`config.mk`:
```
export PLATFORM = sky130hd
export DESIGN_NAME = kernel_capability_descriptor_decoder
export DESIGN_NICKNAME = d
export VERILOG_FILES = /design/src/sv/kcd_pkg.sv /design/src/sv/kernel_capability_descriptor_decoder.sv /design/src/sv/kcd_mask_update.sv
export SDC_FILE = /design/constraint.sdc
export NUM_CORES = 1
export LEC_CHECK = 0
export ABC_CLOCK_PERIOD_IN_PS = 6240
export CAP_MARGIN = 20
export CORE_ASPECT_RATIO = 0.5
export CORE_MARGIN = 5
export CORE_UTILIZATION = 43
export CTS_BUF_LIST = sky130_fd_sc_hd__clkbuf_2 sky130_fd_sc_hd__clkbuf_4 sky130_fd_sc_hd__clkbuf_8
export DETAILED_ROUTE_END_ITERATION = 8
export DONT_BUFFER_PORTS = 1
export GPL_TIMING_DRIVEN = 1
export PLACE_DENSITY_LB_ADDON = 0.25
export SLEW_MARGIN = 20
export SYNTH_ARGS = -nofsm -noshare
export SYNTH_HDL_FRONTEND = slang
export SYNTH_SLANG_ARGS = --single-unit
```
`constraint.sdc`:
```
create_clock -name clk -period 6.24 [get_ports clk]
set_input_delay 0 -clock clk [delete_from_list [all_inputs] [get_ports clk]]
set_output_delay 0 -clock clk [all_outputs]
set_load 0.02 [all_outputs]
```
`src/sv/kcd_pkg.sv`:
```
package kcd_pkg;

	typedef enum logic [3:0] {
		EV_SKIPPED    = 4'd0,
		EV_IRQ        = 4'd1,
		EV_MASK       = 4'd2,
		EV_HANDLES    = 4'd3,
		EV_FLAGS      = 4'd4,
		EV_HELD       = 4'd5,
		EV_MAPPING    = 4'd6,
		EV_VERSION    = 4'd7,
		EV_UNHANDLED  = 4'd8,
		EV_INCOMPLETE = 4'd9
	} event_kind_t;

	localparam logic [31:0] WORD_SKIP = 32'hFFFF_FFFF;

	localparam logic [11:0] SEL_IRQ     = 12'hF00;
	localparam logic [11:0] CLS_IRQ     = 12'hE00;
	localparam logic [11:0] SEL_MASK    = 12'hF80;
	localparam logic [11:0] CLS_MASK    = 12'hF00;
	localparam logic [11:0] SEL_HANDLES = 12'hFF0;
	localparam logic [11:0] CLS_HANDLES = 12'hFE0;
	localparam logic [11:0] SEL_FLAGS   = 12'hFF8;
	localparam logic [11:0] CLS_FLAGS   = 12'hFF0;
	localparam logic [11:0] SEL_RANGE   = 12'hFFE;
	localparam logic [11:0] CLS_RANGE   = 12'hFF8;
	localparam logic [11:0] SEL_PAGE    = 12'hFFF;
	localparam logic [11:0] CLS_PAGE    = 12'hFFE;
	localparam logic [11:0] SEL_VERSION = 12'hFE0;
	localparam logic [11:0] CLS_VERSION = 12'hFC0;

	localparam int          MASK_GROUP_BITS = 24;
	localparam int          MASK_CAP        = 192;
	localparam logic [31:0] PAGE_BYTES      = 32'd4096;

endpackage

```
`src/sv/kernel_capability_descriptor_decoder.sv`:
```
// Capability descriptor decoder.
// The input channel (in_valid, in_ready) takes one 32-bit descriptor word per
// cycle while in_ready is high, with list_end marking the last word of a list.
// The output channel (out_valid, out_ready) gives one result word per event,
// with the event kind, mapping fields and the current settings after the event.
// A word passes an input register and then an output register.
// Most words give one result; while the receiver takes every result, the
// block sustains one word per cycle.
// A word that follows a held range start but is not its end gives two results,
// so it stays in the input register until both results are loaded.
// When the receiver stalls, the result holds in the output register, one more
// word waits in the input register, and in_ready then drops.
// Reset clears the syscall mask, the handle size, the flags, the version and
// any held range start, and empties both registers.
module kernel_capability_descriptor_decoder import kcd_pkg::*; #(
	parameter int SYSCALL_MASK_BITS = 128
) (
	input  logic        clk,
	input  logic        arst_n,
	input  logic        in_valid,
	output logic        in_ready,
	input  logic [31:0] descriptor,
	input  logic        list_end,
	output logic        out_valid,
	input  logic        out_ready,
	output logic [3:0]  event_kind,
	output logic [31:0] map_base,
	output logic [31:0] map_length,
	output logic        map_read_only,
	output logic        map_extra_flag,
	output logic [9:0]  handle_limit,
	output logic [15:0] misc_flag_bits,
	output logic [15:0] version_word,
	output logic [63:0] mask_low_half,
	output logic [63:0] mask_high_half,
	output logic        run_last
);

	logic        valid_s1;
	logic [31:0] descriptor_s1;
	logic        list_end_s1;

	logic [SYSCALL_MASK_BITS-1:0] mask_q;
	logic [SYSCALL_MASK_BITS-1:0] mask_upd;
	logic [SYSCALL_MASK_BITS-1:0] mask_nxt;
	logic [9:0]  handle_q,  handle_nxt;
	logic [15:0] flags_q,   flags_nxt;
	logic [15:0] version_q, version_nxt;
	logic [20:0] start_q,   start_nxt;
	logic        pend_q,    pend_nxt;

	logic        out_valid_q;
	event_kind_t kind_q,    kind_c;
	logic [31:0] base_q,    base_c;
	logic [31:0] length_q,  length_c;
	logic        ro_q,      ro_c;
	logic        extra_q,   extra_c;
	logic        last_q,    last_c;

	logic [11:0] cls;
	logic [31:0] range_s;
	logic [31:0] range_e;
	logic        out_load;
	logic [127:0] mask_wide;

	assign out_load = valid_s1 && (!out_valid_q || out_ready);
	assign in_ready = !valid_s1 || (out_load && last_c);

	kcd_mask_update #(
		.MASK_BITS (SYSCALL_MASK_BITS)
	) u_mask_update (
		.mask_cur  (mask_q),
		.group     (descriptor_s1[26:24]),
		.bits      (descriptor_s1[23:0]),
		.mask_next (mask_upd)
	);

	assign cls     = descriptor_s1[31:20];
	assign range_s = {start_q[19:0], 12'd0};
	assign range_e = {descriptor_s1[19:0], 12'd0};

	always_comb begin
		kind_c      = EV_UNHANDLED;
		base_c      = '0;
		length_c    = '0;
		ro_c        = 1'b0;
		extra_c     = 1'b0;
		last_c      = 1'b1;
		mask_nxt    = mask_q;
		handle_nxt  = handle_q;
		flags_nxt   = flags_q;
		version_nxt = version_q;
		start_nxt   = start_q;
		pend_nxt    = pend_q;
		if (pend_q) begin
			pend_nxt = 1'b0;
			if ((cls & SEL_RANGE) == CLS_RANGE) begin
				kind_c   = EV_MAPPING;
				length_c = (range_s < range_e) ? (range_e - range_s) : '0;
				base_c   = range_s;
				ro_c     = start_q[20];
				extra_c  = descriptor_s1[20];
			end else begin
				kind_c = EV_INCOMPLETE;
				last_c = 1'b0;
			end
		end else if (descriptor_s1 == WORD_SKIP) begin
			kind_c = EV_SKIPPED;
		end else if ((cls & SEL_IRQ) == CLS_IRQ) begin
			kind_c = EV_IRQ;
		end else if ((cls & SEL_MASK) == CLS_MASK) begin
			kind_c   = EV_MASK;
			mask_nxt = mask_upd;
		end else if ((cls & SEL_HANDLES) == CLS_HANDLES) begin
			kind_c     = EV_HANDLES;
			handle_nxt = descriptor_s1[9:0];
		end else if ((cls & SEL_FLAGS) == CLS_FLAGS) begin
			kind_c    = EV_FLAGS;
			flags_nxt = descriptor_s1[15:0];
		end else if ((cls & SEL_RANGE) == CLS_RANGE) begin
			if (list_end_s1) begin
				kind_c = EV_INCOMPLETE;
			end else begin
				kind_c    = EV_HELD;
				start_nxt = descriptor_s1[20:0];
				pend_nxt  = 1'b1;
			end
		end else if ((cls & SEL_PAGE) == CLS_PAGE) begin
			kind_c   = EV_MAPPING;
			base_c   = {descriptor_s1[19:0], 12'd0};
			length_c = PAGE_BYTES;
		end else if ((cls & SEL_VERSION) == CLS_VERSION) begin
			kind_c      = EV_VERSION;
			version_nxt = descriptor_s1[15:0];
		end
		if (last_c && list_end_s1) begin
			pend_nxt = 1'b0;
		end
	end

	always_ff @(posedge clk or negedge arst_n) begin
		if (!arst_n) begin
			valid_s1 <= 1'b0;
		end else if (in_ready) begin
			valid_s1 <= in_valid;
		end
	end

	always_ff @(posedge clk) begin
		if (in_ready && in_valid) begin
			descriptor_s1 <= descriptor;
			list_end_s1   <= list_end;
		end
	end

	always_ff @(posedge clk or negedge arst_n) begin
		if (!arst_n) begin
			mask_q      <= '0;
			handle_q    <= '0;
			flags_q     <= '0;
			version_q   <= '0;
			start_q     <= '0;
			pend_q      <= 1'b0;
			out_valid_q <= 1'b0;
		end else begin
			if (out_load) begin
				mask_q    <= mask_nxt;
				handle_q  <= handle_nxt;
				flags_q   <= flags_nxt;
				version_q <= version_nxt;
				start_q   <= start_nxt;
				pend_q    <= pend_nxt;
			end
			if (out_load) begin
				out_valid_q <= 1'b1;
			end else if (out_ready) begin
				out_valid_q <= 1'b0;
			end
		end
	end

	always_ff @(posedge clk) begin
		if (out_load) begin
			kind_q   <= kind_c;
			base_q   <= base_c;
			length_q <= length_c;
			ro_q     <= ro_c;
			extra_q  <= extra_c;
			last_q   <= last_c;
		end
	end

	assign mask_wide = 128'(mask_q);

	assign out_valid      = out_valid_q;
	assign event_kind     = kind_q;
	assign map_base       = base_q;
	assign map_length     = length_q;
	assign map_read_only  = ro_q;
	assign map_extra_flag = extra_q;
	assign handle_limit   = handle_q;
	assign misc_flag_bits = flags_q;
	assign version_word   = version_q;
	assign mask_low_half  = mask_wide[63:0];
	assign mask_high_half = mask_wide[127:64];
	assign run_last       = last_q;

endmodule

```
`src/sv/kcd_mask_update.sv`:
```
module kcd_mask_update import kcd_pkg::*; #(
	parameter int MASK_BITS = 128
) (
	input  logic [MASK_BITS-1:0]       mask_cur,
	input  logic [2:0]                 group,
	input  logic [MASK_GROUP_BITS-1:0] bits,
	output logic [MASK_BITS-1:0]       mask_next
);

	logic [MASK_GROUP_BITS-1:0] keep;

	// A bit is written only up to the highest set bit of the group.
	always_comb begin
		for (int i = 0; i < MASK_GROUP_BITS; i++) begin
			keep[i] = |(bits >> i);
		end
		for (int p = 0; p < MASK_BITS; p++) begin
			if (group == 3'(p / MASK_GROUP_BITS) && keep[p % MASK_GROUP_BITS]) begin
				mask_next[p] = bits[p % MASK_GROUP_BITS];
			end else begin
				mask_next[p] = mask_cur[p];
			end
		end
	end

endmodule

```
* After elaboration in Yosys (flattened, before gate mapping)
Cells that the tools add are included.
** Storage, ports and cells
- ROM bits :: 0
- Memory bits (writable) :: 0
- Bits in latches :: 0
- Register bits :: 298
- Memories kept :: 0
** Operators by class
- Muxes and demuxes :: 43
- Equality and inequality tests :: 13
- Multiply operators :: 0
- Order comparisons :: 1
- Divide/modulo/power cells :: 0
- Bitwise operators :: 9
- Reductions and logical operators :: 294
- $add $sub $neg :: 1
- Shift operators :: 0
** Operator list (count)
- $reduce_and 6->1 :: 129
- $mux 32 :: 12
- $logic_and 1x1->1 :: 132
- $mux 13 :: 7
- $mux 4 :: 11
- $eq 32x32->1 const B :: 1
- $lt 32x32->1 :: 1
- $sub 32x32->32 :: 1
- $reduce_or 24->1 :: 1
- $reduce_or 23->1 :: 1
- $reduce_or 22->1 :: 1
- $reduce_or 21->1 :: 1
- $reduce_or 20->1 :: 1
- $reduce_or 19->1 :: 1
- $reduce_or 18->1 :: 1
- $reduce_or 17->1 :: 1
- $reduce_or 16->1 :: 1
- $reduce_or 15->1 :: 1
- $reduce_or 14->1 :: 1
- $mux 1 :: 13
- $reduce_or 13->1 :: 1
- $eq 12x12->1 const B :: 1
- $reduce_or 12->1 :: 1
- $eq 11x11->1 const B :: 1
- other kinds (27) :: 39

* Longest topological paths before layout
Gate-level depths: netlist (run 1).
- Depth after elaboration :: 10
- Gate-level depth with buffers :: 11

* Modules after synthesis
A second synthesis (run 1) with hierarchy kept.
** Unflattened totals
- Cells, all modules :: 1123
- Area total of the unflattened synthesis :: 13933.4 um2
** Modules (own cells, without submodules)
- kernel_capability_descriptor_decoder :: sequential area each 7257.0 um2, times used 1, area each 11954.0 um2, cells an instance 832
- kcd_mask_update :: sequential area each 0.0 um2, times used 1, area each 1979.4 um2, cells an instance 291

* Least setup slack after synthesis (run 1)
Ideal clock, no wire load.
- Path kind :: register to register
- Start point :: register descriptor_s1[28]
- End point :: register descriptor_s1[0], enable pin
- Path buffers :: 1
- Setup slack :: 3327 ps
- Required time :: 5847 ps
- Data arrival time :: 2520 ps
- Stages on the path, launching flop included :: 8
- Cells stage by stage :: edfxtp_1 -> nand4_1 -> or2_2 -> clkbuf_1 -> o31ai_1 -> nand2_1 -> nand2_1 -> and2_1
** On the way
- Longest elaborated chain between the ends :: 6
** Ends and longest elaborated chain
- start, declared :: RTL line kernel_capability_descriptor_decoder.sv:40 : logic [31:0] descriptor_s1;
- start signal, assigned :: RTL line kernel_capability_descriptor_decoder.sv:151 : descriptor_s1 <= descriptor;
- $eq 11x11->1 :: RTL line kernel_capability_descriptor_decoder.sv:97 : if ((cls & SEL_RANGE) == CLS_RANGE) begin
- $mux 1 :: RTL line kernel_capability_descriptor_decoder.sv:97
- $mux 1 :: RTL line kernel_capability_descriptor_decoder.sv:95 : if (pend_q) begin
- via last_c :: RTL line kernel_capability_descriptor_decoder.sv:58 : logic last_q, last_c;
- $logic_and 1x1->1 :: RTL line kernel_capability_descriptor_decoder.sv:67 : assign in_ready = !valid_s1 || (out_load && last_c);
- $logic_or 1x1->1 :: RTL line kernel_capability_descriptor_decoder.sv:67
- via in_ready :: RTL line kernel_capability_descriptor_decoder.sv:21 : output logic in_ready,
- $logic_and 1x1->1 :: RTL line kernel_capability_descriptor_decoder.sv:150 : if (in_ready && in_valid) begin
The timed path passes the listed nets, and every way through them passes these cells.
A chain may end at the register's enable or synchronous reset.

* Worst setup path in the final report (run 1)
- Start point :: register descriptor_s1[0]
- End point :: register length_q[27] (netlist: map_length[27]) (data pin)
** On the way
- Longest elaborated chain between the ends :: 4
- Elaborated cells on any way between the ends :: 5
- Those cells by class :: 1 x add/sub; 1 x order compare; 3 x mux
** Ends and longest elaborated chain
- $sub 32x32->32 / $lt 32x32->1 (equally long branches) :: RTL line kernel_capability_descriptor_decoder.sv:99 : length_c = (range_s < range_e) ? (range_e - range_s) : '0;
- $mux 32 * :: RTL line kernel_capability_descriptor_decoder.sv:99
- $mux 32 * :: RTL line kernel_capability_descriptor_decoder.sv:97
- $mux 32 * :: RTL line kernel_capability_descriptor_decoder.sv:95
- end signal, assigned :: RTL line kernel_capability_descriptor_decoder.sv:186 : length_q <= length_c;
- end, declared :: RTL line kernel_capability_descriptor_decoder.sv:55 : logic [31:0] length_q, length_c;
Every way passes the cells marked *; elsewhere a longest branch is shown, timed or not.

==> results of run 1 <==
## logic make-up (layout without fill, tap and decap cells)
group | Yosys count | after routing | share of synthesized area
adder cells (fa/ha/maj) | 21 | 21 | 0.0226
AO/OA/AOI/OAI | 192 | 192 | 0.119
multiplexers | 99 | 99 | 0.0938
other | 1 | 24 | 0.000313
flip-flops | 274 | 274 | 0.606
AND/OR/NAND/NOR | 257 | 257 | 0.106
XOR/XNOR | 8 | 8 | 0.00585
buffers and inverters | 115 | 146 | 0.0468
## what timing repair did
action	CTS	global route
resized for setup	0	0
hold buffers	37	0
endpoints found under the hold margin	229	0
## sequential cells by signal (all words and copies together), names as in the netlist
name            count
mask_q            128
descriptor_s1      32
start_q            21
map_base           20
map_length         20
misc_flag_bits     16
version_word       16
handle_limit       10
event_kind          4
list_end_s1         1
map_extra_flag      1
map_read_only       1
out_valid           1
pend_q              1
run_last            1
valid_s1            1
## path summary, 6_finish.rpt
path	from	end	slack, ps	cells past startpoint
setup / recovery	descriptor_s1[0]$_DFFE_PP_	map_length[27]$_SDFFCE_PP0P_	2830	10
hold reg to reg	start_q[20]$_DFFE_PN0P_	start_q[20]$_DFFE_PN0P_	520	1
min in group asynchronous	arst_n	mask_q[123]$_DFFE_PN0P_	190	2
max in group asynchronous	arst_n	mask_q[55]$_DFFE_PN0P_	5270	2
hold / removal	descriptor[15]	descriptor_s1[15]$_DFFE_PP_	90	1
setup reg to reg	descriptor_s1[0]$_DFFE_PP_	map_length[27]$_SDFFCE_PP0P_	2830	10
## cell type report
type                            count  share of cell area
Sequential cell                   274               0.539
Multi-Input combinational cell    601               0.318
Clock buffer                       66              0.0596
Tap cell                          382              0.0355
Timing Repair Buffer               46              0.0339
Inverter                           29             0.00809
Clock inverter                      5             0.00558
## where the power goes
part           switching (mW)  leakage [nW]  internal [mW]
sequential              0.201          3.46           1.94
clock                   0.681         0.471          0.893
combinational           0.139          2.08         0.0925
## stage by stage
step	setup WS, ps	power, mW
after floorplan	3330	2.29
after global placement	3170	2.36
after detailed placement	2920	2.37
after CTS	2870	4.00
after global routing	2520	4.12
final	2830	3.95
## metal layers
layer / part of all wire / routed length [um]
met4: 0.033 / 1110
met3: 0.059 / 1960
met2: 0.48 / 16000
met5: 0 / 0
met1: 0.43 / 14100
## synth_stat cells, drive strengths merged (7+ instances only)
library cell	n
dfrtp	194
nand2	128
mux2	97
a22o	81
edfxtp	80
o21ai	46
clkbuf	44
buf	42
nor2	34
inv	29
ha	20
nor3	15
a21oi	12
nand2b	12
a21o	11
nand4	9
nor4	9
nand3	8
and2	7
==> results.txt, run 1 <==
- Final critical-path required period: 3410 ps
* Tightest slew margin relative to the limit: 0.326
* Max-cap viol count: 0
- Number of inserted diodes: 0
* Drt first pass iters: 5
- Most instantiated flip-flop cell in the synthesis netlist: sky130_fd_sc_hd__dfrtp_1
- Detailed-route via count: ~7.8k
- Post-route DRC: 0
- Busiest layer in global routing: met2
* Synthesized area per cell: between 10 and 15 um2
- For this run, the register share of the synthesized area comes to 0.606.
* Total GRT Usage: 0.207
* CP Launch Type: flip-flop
- Yosys attributes the largest share of cell area to sky130_fd_sc_hd__dfrtp_1, sky130_fd_sc_hd__edfxtp_1, sky130_fd_sc_hd__mux2_2.
- Adding up every negative setup slack in the final design gives 0 ps.
- The filler cells instantiated in the layout total 2,451.
* Cell area reported after detailed placement: between 10,000 and 15,000 um2
- The floorplan step set the die height to between 100 and 150 um.
* Final standard cell utilization of the core: 0.488
* Total die area: 31,500 um2
- GRT Residual Overflow: 0
- Skew-Pair Late Insertion Delay: around 550 ps
- Via count of the first global-routing pass: 7,689
- CTS HTree Levels: 2
- Cell type with the largest total area after synthesis: sky130_fd_sc_hd__dfrtp_1
- At the worst endpoint, the required time is between 6000 and 7000 ps.
- In this run, synthesis produced a sequential element count of around 270.
- Worst hold-check path type: in -> reg
- Area growth syn-to-layout: 12.4%
* Ratio of cells with drive above 1 in the final layout: 0.202
* WHS: 91.6 ps
- Met1 Resource Use GR: 0.276
* Achievable frequency: a little under 300 MHz
* Met2 usage: 0.335
- At the pin with the least slew margin, the transition time is 1010 ps.
- Together, buffers and inverters on the worst path number 2.
- Post-DR vias/cell: between 5 and 6
- Netlist area before placement: around 12,000 um2
* Type of element capturing the critical path: flip-flop
- The core region is around 28,000 um2.
* Half-perimeter wire length of the detailed placement result: ~23 mm
- The share of synthesized area in the top cell type comes to 0.405.
* CP Max Fanout: 20
- The initial utilization of the core area, before any placement, comes to 0.435.
* Area of combinational cells with multiple inputs: 4280 um2
* Final number of max-transition violations: 0
- Classification of the worst setup path: reg -> reg
- Net count, final: about 1.1k
* Final GP Congestion: 0.884
- Commonest cells after routing, fill and taps aside: sky130_fd_sc_hd__dfrtp_1, sky130_fd_sc_hd__nand2_1, sky130_fd_sc_hd__mux2_2
- Among cell families on the critical path, the largest total delay comes from compound AO/OA/AOI/OAI gates.
* Count of final hold-check violations: 0
* Wirelength per Cell: 23.6 um
* Async set-reset flop share out of synthesis: 0.708
- In this run, the number of DRC markers left after iteration 0 of detailed routing was 637.
* Maximum vdd drop: 184 uV
- Number of distinct library cells after synthesis: 70
- Power spread over the standard cell area amounts to between 200 and 300 nW/um2.
- Synthesis handed over a netlist of 967 instances.
- DP Cell Count: between 1k and 1.5k
* Post CTS Setup Buffer Count: 0
- TritonCTS built the clock tree.
* Non-Filler Instances: approximately 1.4k
* Setup skew after layout: between 20 and 25 ps
* Worst Path Arrival: about 3700 ps
- Top Ports: between 200 and 300
- From left edge to right edge, the die measures 246 um.
- Global routing usage on met3: 0.0483
- Critical Path Max Stage Delay: 590 ps
* Antenna Violating Nets Remaining: 0
- Setup violations remaining at the end of the flow were counted as 0.
- The library cell used most frequently in the layout, excluding fill and tap cells, is sky130_fd_sc_hd__dfrtp_1.
- In the finished design, the share of the clock period the worst path needs comes to 0.547.
- Lkg Pwr: 6.01 nW
- For this run, the number of Yosys warnings is 0.
- During placement, the flow inserted port buffers numbering 0.
- Counting every sink on the clock net gives between 200 and 300.
- Maximum number of pins on one net before global-route repair: about 200
* Setup repair after global routing missed its margin: false
* Design area: ~13,000 um2
- EDFF count, synth: 80
- The clock passes through at most 3 buffers.
- Number of clock buffers inserted by TritonCTS: 40
* Initial antenna violation count: 0
* Chain of cells forming the critical path: inv_1, ha_1, fa_1, nor2b_1, o31a_1, nor2_1, o41ai_1, o211ai_1, buf_4, nor4b_1
- Sequential standard cell area: 7260 um2
- Standard-cell rows: between 40 and 50
- Among all stages on the critical path, the largest delay is contributed by sky130_fd_sc_hd__edfxtp_1.
- Clock-pin slew was measured on the worst setup and hold paths at 70 ps.
* Clock root buffer: sky130_fd_sc_hd__clkbuf_8
* WL final: roughly 33 mm
* Status: finished clean
* First-pass GRT wire length: 49.9 mm
Note: power is estimated with default switching activity, not from simulation.
==> run 2: changes to the inputs <==
Settings changed: ABC_CLOCK_PERIOD_IN_PS 6240 to 3200.
Clock period 6.24 ns to 3.2 ns, I/O delays scaled along.
==> results.txt, run 2 (synthesized netlist as in run 1, its figures left out) <==
- Classification of the worst setup path: reg -> reg
- The total count of hold-check failures in the final report is 194.
- Total GRT Usage: 0.210
- The routed design uses around 1.6 mm of met3 wire.
* Cell area reported after detailed placement: approximately 12,000 um2
- The worst hold path belongs to the class in -> async.
- TritonCTS created 42 clock buffers.
* Skew-Pair Late Insertion Delay: ~560 ps
- Power density relative to cell area: about 560 nW/um2
- Post-route setup slack: between 200 and 250 ps
* Tightest slew margin relative to the limit: 0.420
- After detailed routing, the wire length on met1 is between 10 and 15 mm.
* Combinational Power Share: 0.069
- The register with the most flip-flops in the final layout is mask_q.
- OpenSTA, run right after detailed placement, puts the worst setup slack at around 190 ps.
* Non-Filler Instances: ~1.4k
- Standard-cell rows: 43
- The startpoint identified for the worst register-to-register timing path is descriptor_s1[11]$_DFFE_PP_.
* CP Launch Type: flip-flop
* Violations in the final reports: negative hold slack
- Clock Sink Count: between 200 and 300
- No sink is reached through more buffers than the 3 on the longest clock path.
- Setup violations remaining at the end of the flow were counted as 0.
* Detailed router's first-iteration violation count: between 500 and 600
* Post CTS Setup Buffer Count: 0
- Setup skew after layout: roughly 27 ps
* CTS tree: done
* Initial antenna violation count: 0
* Layout fillers: between 2k and 2.5k
- Half-perimeter wire length of the detailed placement result: ~24 mm
* Core Footprint: roughly 28,000 um2
- STA classifies the critical path endpoint as a flip-flop.
* Final GP Congestion: about 0.84
- Commonest cells after routing, fill and taps aside: sky130_fd_sc_hd__dfrtp_1, sky130_fd_sc_hd__nand2_1, sky130_fd_sc_hd__mux2_2
- Cell internal power was estimated by the tool at roughly 5.6 mW.
- WHS: -852 ps
* Total die area: 31,500 um2
- The highest layer touched by signal routing is met4.
* Worst r2r path cells: 8
- Of the total power, registers draw 0.538.
- Once layout is complete, the utilization of the core stands at 0.498.
- For the pin with the worst max-slew slack, the measured transition is roughly 860 ps.
* Number of buffers inserted by port buffering: 0
- After clock tree synthesis, the clock-pin slew on the worst setup and hold paths is ~70 ps.
- Post-route DRC: 0
* CP Max Fanout: 14
- The via count of the first global-routing pass was between 8k and 9k.
- Final critical-path required period: 2960 ps
- Final period utilization: 0.925
* Worst Path Arrival: ~3300 ps
- The first global-routing pass estimated between 50 and 60 mm of wire.
- Across all register-to-register paths, the minimum setup slack is 240 ps.
- After detailed routing, the total wire length is about 34 mm.
* Final number of max-transition violations: 0
- For this configuration, the core starts out at a cell density of 0.435.
- Top Ports: 280
- Worst setup path startpoint: descriptor_s1[11]$_DFFE_PP_
- Net count, final: 1,087
* Wirelength per Cell: between 20 and 25 um
- Max-cap viol count: 0
- After detailed placement, the design holds a cell count of about 1.3k.
- Switching fraction of total power: 0.262
* Die width: about 250 um
- The register with the most flip-flops in the layout has between 100 and 150 of them.
- In this run the critical register-to-register path is captured at map_length[26]$_SDFFCE_PP0P_.
- Entering global routing, the biggest net connects about 200 pins.
- Compared with the post-synthesis result, the final layout area differs by 14.6%.
- For the worst setup path, the data required time is about 3500 ps.
- Design area: 13,700 um2
* Setup repair after global routing missed its margin: false
- Fraction of power consumed by the clock network: 0.393
- In the final layout, the registers with the most flip-flops are mask_q (128), descriptor_s1 (32), start_q (21).
- CTS Hold Buffers Added: 36
- Status: complete, but fails checks
- Using the TritonRoute via totals, the vias-per-cell ratio works out to between 5 and 6.
- Ratio of cells with drive above 1 in the final layout: 0.227
* Maximum vdd drop: between 200 and 300 uV
* GRT Residual Overflow: 0
* Power dissipated by switching net loads: 2.00 mW
- Detailed-route via count: around 7.9k
- The routed design uses approximately 17 mm of met2 wire.
- The library cell used most frequently in the layout, excluding fill and tap cells, is sky130_fd_sc_hd__dfrtp_1.
* Clock root buffer: sky130_fd_sc_hd__clkbuf_8
- Setup tns final: 0 ps
* Chip height: between 100 and 150 um
- The first detailed-routing pass took 5 iterations.
* CTS HTree Levels: 2
* Lkg Pwr: 6.18 nW
- Antenna Violating Nets Remaining: 0
- Based on the critical path, the design can be clocked at up to 338 MHz.
## run 2: timing repair
action / in CTS / in global routing
hold endpoints to repair: 262 / 194
gates resized for setup: 0 / 1
setup endpoints to repair: 0 / 4
## run 2: routing by layer
layer,vias up,track usage
li1,3578,-
met1,4071,0.286
met2,240,0.352
met3,50,0.0402
met4,0,0.0564
met5,-,0
## run 2: worst max-delay path, cell delays in order (launching register included)
cell                       delay (ps)
sky130_fd_sc_hd__edfxtp_1         550
sky130_fd_sc_hd__ha_1             550
sky130_fd_sc_hd__nand2_1          200
sky130_fd_sc_hd__nor3_1           260
sky130_fd_sc_hd__nand4_1          180
sky130_fd_sc_hd__mux2_2           310
sky130_fd_sc_hd__o211ai_1         280
sky130_fd_sc_hd__buf_4            300
sky130_fd_sc_hd__nor3b_1           80
## run 2: how the worst max path moves through the flow
| stage | to | slack, ps |
|---|---|---|
| 3_3_place_gp | map_length[26]$_SDFFCE_PP0P_ | 370 |
| 3_5_place_dp | map_length[26]$_SDFFCE_PP0P_ | 190 |
| 4_1_cts | map_length[26]$_SDFFCE_PP0P_ | 110 |
| 6_report | map_length[26]$_SDFFCE_PP0P_ | 240 |
| 2_1_floorplan | descriptor_s1[0]$_DFFE_PP_ | 290 |
| 5_1_grt | map_length[17]$_SDFFCE_PP0P_ | 80 |
## run 2: cell type report
type / instances / area (um2) / share of cell area
antenna: 2 / 5.00 / 0.000365
clock buffer: 62 / 772 / 0.0562
clock inverter: 13 / 87.6 / 0.00638
inverter: 29 / 109 / 0.00793
multi-input combinational: 601 / 4280 / 0.312
sequential: 274 / 7260 / 0.529
tap: 382 / 478 / 0.0348
timing repair buffer: 81 / 736 / 0.0536
## run 2: power groups by stage
| stage | combinational, mW | clock (mW) | sequential (mW) |
|---|---|---|---|
| 2_1_floorplan | 0.358 | 0 | 4.11 |
| 6_report | 0.527 | 3.00 | 4.10 |
| 4_1_cts | 0.523 | 3.06 | 4.11 |
| 3_3_place_gp | 0.472 | 0 | 4.17 |
| 3_5_place_dp | 0.482 | 0 | 4.17 |
| 5_1_grt | 0.573 | 3.22 | 4.12 |
## run 2: through the flow
step	hold WS [ps]	power, mW
6_report	-852	7.62
5_1_grt	-900	7.91
4_1_cts	-903	7.69
3_5_place_dp	-291	4.65
3_3_place_gp	-291	4.64
2_1_floorplan	-296	4.46
==> run 3: changes to the inputs <==
Settings changed: ABC_AREA set to 1, MAX_ROUTING_LAYER set to met4, SKIP_LAST_GASP set to 1.
==> results.txt, run 3 <==
* Status: complete, but fails checks
* Violations in the final reports: negative hold slack
- For this run, the total global-route usage over all layers was measured as 0.259.
- Yosys instantiated no cell more often than sky130_fd_sc_hd__nand2_1.
* RR Startpoint: descriptor_s1[12]$_DFFE_PP_
* Number of flip-flops in the largest register: between 100 and 150
- Post CTS Setup Buffer Count: 0
- Across all register-to-register paths, the minimum setup slack is between 500 and 600 ps.
* Standard-cell rows: 46
- The compound-gate portion of the synthesized area is 0.0838.
* Post-synthesis xor/xnor area fraction: 0.00447
* Skew-Pair Late Insertion Delay: between 600 and 700 ps
- In this run, synthesis produced a sequential element count of 274.
* Setup skew after layout: around 43 ps
- Final number of setup-violating endpoints: 0
- The first global-routing pass estimated 69.0 mm of wire.
- Number of inserted diodes: 0
- Maximum number of pins on one net before global-route repair: roughly 200
* Final critical-path required period: ~2700 ps
* Final GP Congestion: between 0.9 and 1
* Longest Clk Path Bufs: 3
- In the final routed layout, each cell accounts on average for ~21 um.
- In this run the worst path has a maximum fanout of 14.
* CP Launch Type: flip-flop
- The routed layout has around 12k vias.
- The share of total power dissipated in sequential elements is 0.512.
- Main combinational cell family by area after synthesis: simple AND/OR/NAND/NOR gates
* Type of element capturing the critical path: flip-flop
- Of the total power, the share spent switching nets is 0.297.
- Worst hold-check path type: in -> async
- Number of clock buffers inserted by TritonCTS: between 40 and 50
* Slew of the pin with the lowest slew margin: around 1100 ps
- Register area share after synthesis: 0.529
- Measured along the x axis, the die boundary spans roughly 260 um.
- Setup repair after global routing left no endpoint under its margin.
- The via count of the first global-routing pass came to about 11k.
* Async set-reset flop share out of synthesis: 0.708
* Maximum vdd drop: roughly 230 uV
* Buffer and inverter count on the worst path: 1
- Fraction of power consumed by the clock network: 0.390
- The initial antenna violation count came to 0.
- Largest registers: mask_q (128), descriptor_s1 (32), start_q (21)
- Final number of max-transition violations: 0
* Critical Path Max Stage Delay: between 600 and 700 ps
- The total overflow left after global routing is 0.
- Detailed router's first-iteration violation count: ~1.1k
* Area growth syn-to-layout: 11.7%
- In the routed design, unresolved DRC markers number 0.
- Net count, final: 1,792
* Most instantiated flip-flop cell in the synthesis netlist: sky130_fd_sc_hd__dfrtp_1
- The routed design has 46.2 mm of wire.
- After clock tree synthesis, the clock-pin slew on the worst setup and hold paths is ~70 ps.
- Of the post-synthesis cell area, the part taken by muxes is 0.
- Commonest cells after routing, fill and taps aside: sky130_fd_sc_hd__nand2_1, sky130_fd_sc_hd__nor2_1, sky130_fd_sc_hd__dfrtp_1
* Number of buffers inserted by port buffering: 0
- Of the total power, combinational logic draws 0.098.
- Cell type with the largest total area after synthesis: sky130_fd_sc_hd__dfrtp_1
- The tool flagged a number of max-cap violations equal to 0.
- Power dissipated by switching net loads: between 2 and 2.5 mW
- Counting distinct cell types in the post-synthesis netlist gives 35.
- Effective utilization at floorplan: 0.434
* Placement-stage worst setup slack: 586 ps
* Post-CTS resize count: 0
* Ratio of cells with drive above 1 in the final layout: 0.0759
- Classification of the worst setup path: reg -> reg
- After synthesis the cells add up to between 10,000 and 15,000 um2.
- Power density relative to cell area: around 540 nW/um2
- Core Footprint: between 30,000 and 40,000 um2
- The signal on the critical path passes through ha_1, nand3_1, nor2_1, nand3b_1, nand3_1, nand2_1, inv_2, nand2_1, nor2_1.
- In this design, the largest share of critical-path delay is due to simple AND/OR/NAND/NOR gates.
* Total die area: 35,800 um2
* Post-route setup slack: between 500 and 600 ps
- Static timing analysis puts the maximum clock frequency at 376 MHz.
- Cell at the slowest stage of the critical path: sky130_fd_sc_hd__edfxtp_1
- On the final layout, the worst hold slack is -899 ps.
- The share of synthesized area in the top cell type comes to 0.354.
* Worst setup path startpoint: descriptor_s1[12]$_DFFE_PP_
- STA puts the critical path data arrival time at around 3000 ps.
* Top Ports: 280
- Top reg by flops: mask_q
- Setup tns final: 0 ps
- Final period utilization: 0.831
- The HPWL after detailed placement is between 30 and 40 mm.
- The die is 136 um tall.
- Lkg Pwr: around 7.3 nW
* Synthesized instance count: roughly 1.7k
* Top cells by count, synth: sky130_fd_sc_hd__nand2_1, sky130_fd_sc_hd__nor2_1, sky130_fd_sc_hd__dfrtp_1
- The cell sitting at the root of the clock tree is a sky130_fd_sc_hd__clkbuf_8.
- After synthesis, the mean cell area works out to 8.08 um2.
* Power consumption: 8.25 mW
- The library cell used most frequently in the layout, excluding fill and tap cells, is sky130_fd_sc_hd__nand2_1.
- Drt first pass iters: 5
- Top cells by area in the synthesized netlist: sky130_fd_sc_hd__dfrtp_1, sky130_fd_sc_hd__edfxtp_1, sky130_fd_sc_hd__nand2_1
* Post-DR vias/cell: between 5 and 6
- Yosys printed 0 warnings.
- For this design, the sink count on the clock tree is 274.
- Counting flops with a built-in enable in the synthesized netlist gives 80.
- Tightest slew margin relative to the limit: 0.239
* DP Cell Count: 2,086
- TritonCTS built the clock tree.
- The clock tree synthesis step divided the H-tree into 2 levels.
- Excluding fillers, the count of instances in the completed layout stands at approximately 2.2k.
- Data on the critical path is required at its endpoint by between 3000 and 4000 ps.
- The total count of hold-check failures in the final report was between 150 and 200.
- Cell-internal power: just under 6 mW
- For this design, the CTS-stage hold fixing added 36 buffers.
* Adder-cell share of the synthesized area: 0.0197
- Final standard cell utilization of the core: 0.485
* Antenna Violating Nets Remaining: 0
- Of the total synthesized cell area, the portion taken by AND, OR, NAND and NOR gates is 0.281.
[run 3: cell count changes after synthesis, moves of 8 or more]
cell / before / now
sky130_fd_sc_hd__a21oi_1: 12 / 23
sky130_fd_sc_hd__o21ai_0: 46 / 174
sky130_fd_sc_hd__nor2_1: 32 / 197
sky130_fd_sc_hd__nor4_1: 8 / 0
sky130_fd_sc_hd__nand2b_1: 12 / 0
sky130_fd_sc_hd__nand3_1: 7 / 174
sky130_fd_sc_hd__nand2_1: 124 / 511
sky130_fd_sc_hd__clkbuf_1: 44 / 32
sky130_fd_sc_hd__inv_1: 29 / 130
sky130_fd_sc_hd__mux2_2: 93 / 0
sky130_fd_sc_hd__o21ai_1: 0 / 12
sky130_fd_sc_hd__a21o_1: 11 / 1
sky130_fd_sc_hd__buf_2: 13 / 34
sky130_fd_sc_hd__a22o_1: 76 / 0
[run 3: metrics by stage]
stage	cell area (um2)	hold WS, ps
after global routing	15300	-920
after global placement	14100	-291
final	15300	-899
after floorplan	13800	-296
after detailed placement	14100	-288
after CTS	15300	-926
[run 3: cells by family after synthesis]
| logic type | after synthesis |
|---|---|
| flip-flops | 274 |
| other | 1 |
| adder cells (fa/ha/maj) | 21 |
| XOR/XNOR | 7 |
| buffers and inverters | 240 |
| AND/OR/NAND/NOR | 934 |
| AO/OA/AOI/OAI | 223 |
[run 3: worst paths after layout]
path / endpoint / cells after the start
worst max register to register: map_length[26]$_SDFFCE_PP0P_ / 9
worst max-delay path: map_length[26]$_SDFFCE_PP0P_ / 9
worst min-delay path: mask_q[3]$_DFFE_PN0P_ / 0
max in group asynchronous: handle_limit[4]$_DFFE_PN0P_ / 0
worst min register to register: start_q[20]$_DFFE_PN0P_ / 2
min in group clk: descriptor_s1[25]$_DFFE_PP_ / 1
[run 3: power groups by stage]
stage	combinational (mW)	clock, mW	sequential (mW)
after floorplan	0.586	0	4.19
after global placement	0.757	0	4.29
after detailed placement	0.757	0	4.29
after CTS	0.799	3.27	4.23
after global routing	0.897	3.45	4.24
final	0.809	3.22	4.22
[run 3: final cells by class]
cell class | count | area, um2
Clock buffer | 68 | 848
Multi-Input combinational cell | 1209 | 5450
Tap cell | 432 | 541
Clock inverter | 7 | 71.3
Sequential cell | 274 | 7260
Timing Repair Buffer | 73 | 663
Fill cell | 3069 | 16300
Inverter | 134 | 503
[run 3: routing by layer]
layer  share of wire  wire (um)  global-route usage
met4           0.037       1720              0.0963
met5               0          0                   -
met3           0.089       4130              0.0731
met1            0.41      19000               0.326
met2            0.46      21400               0.405
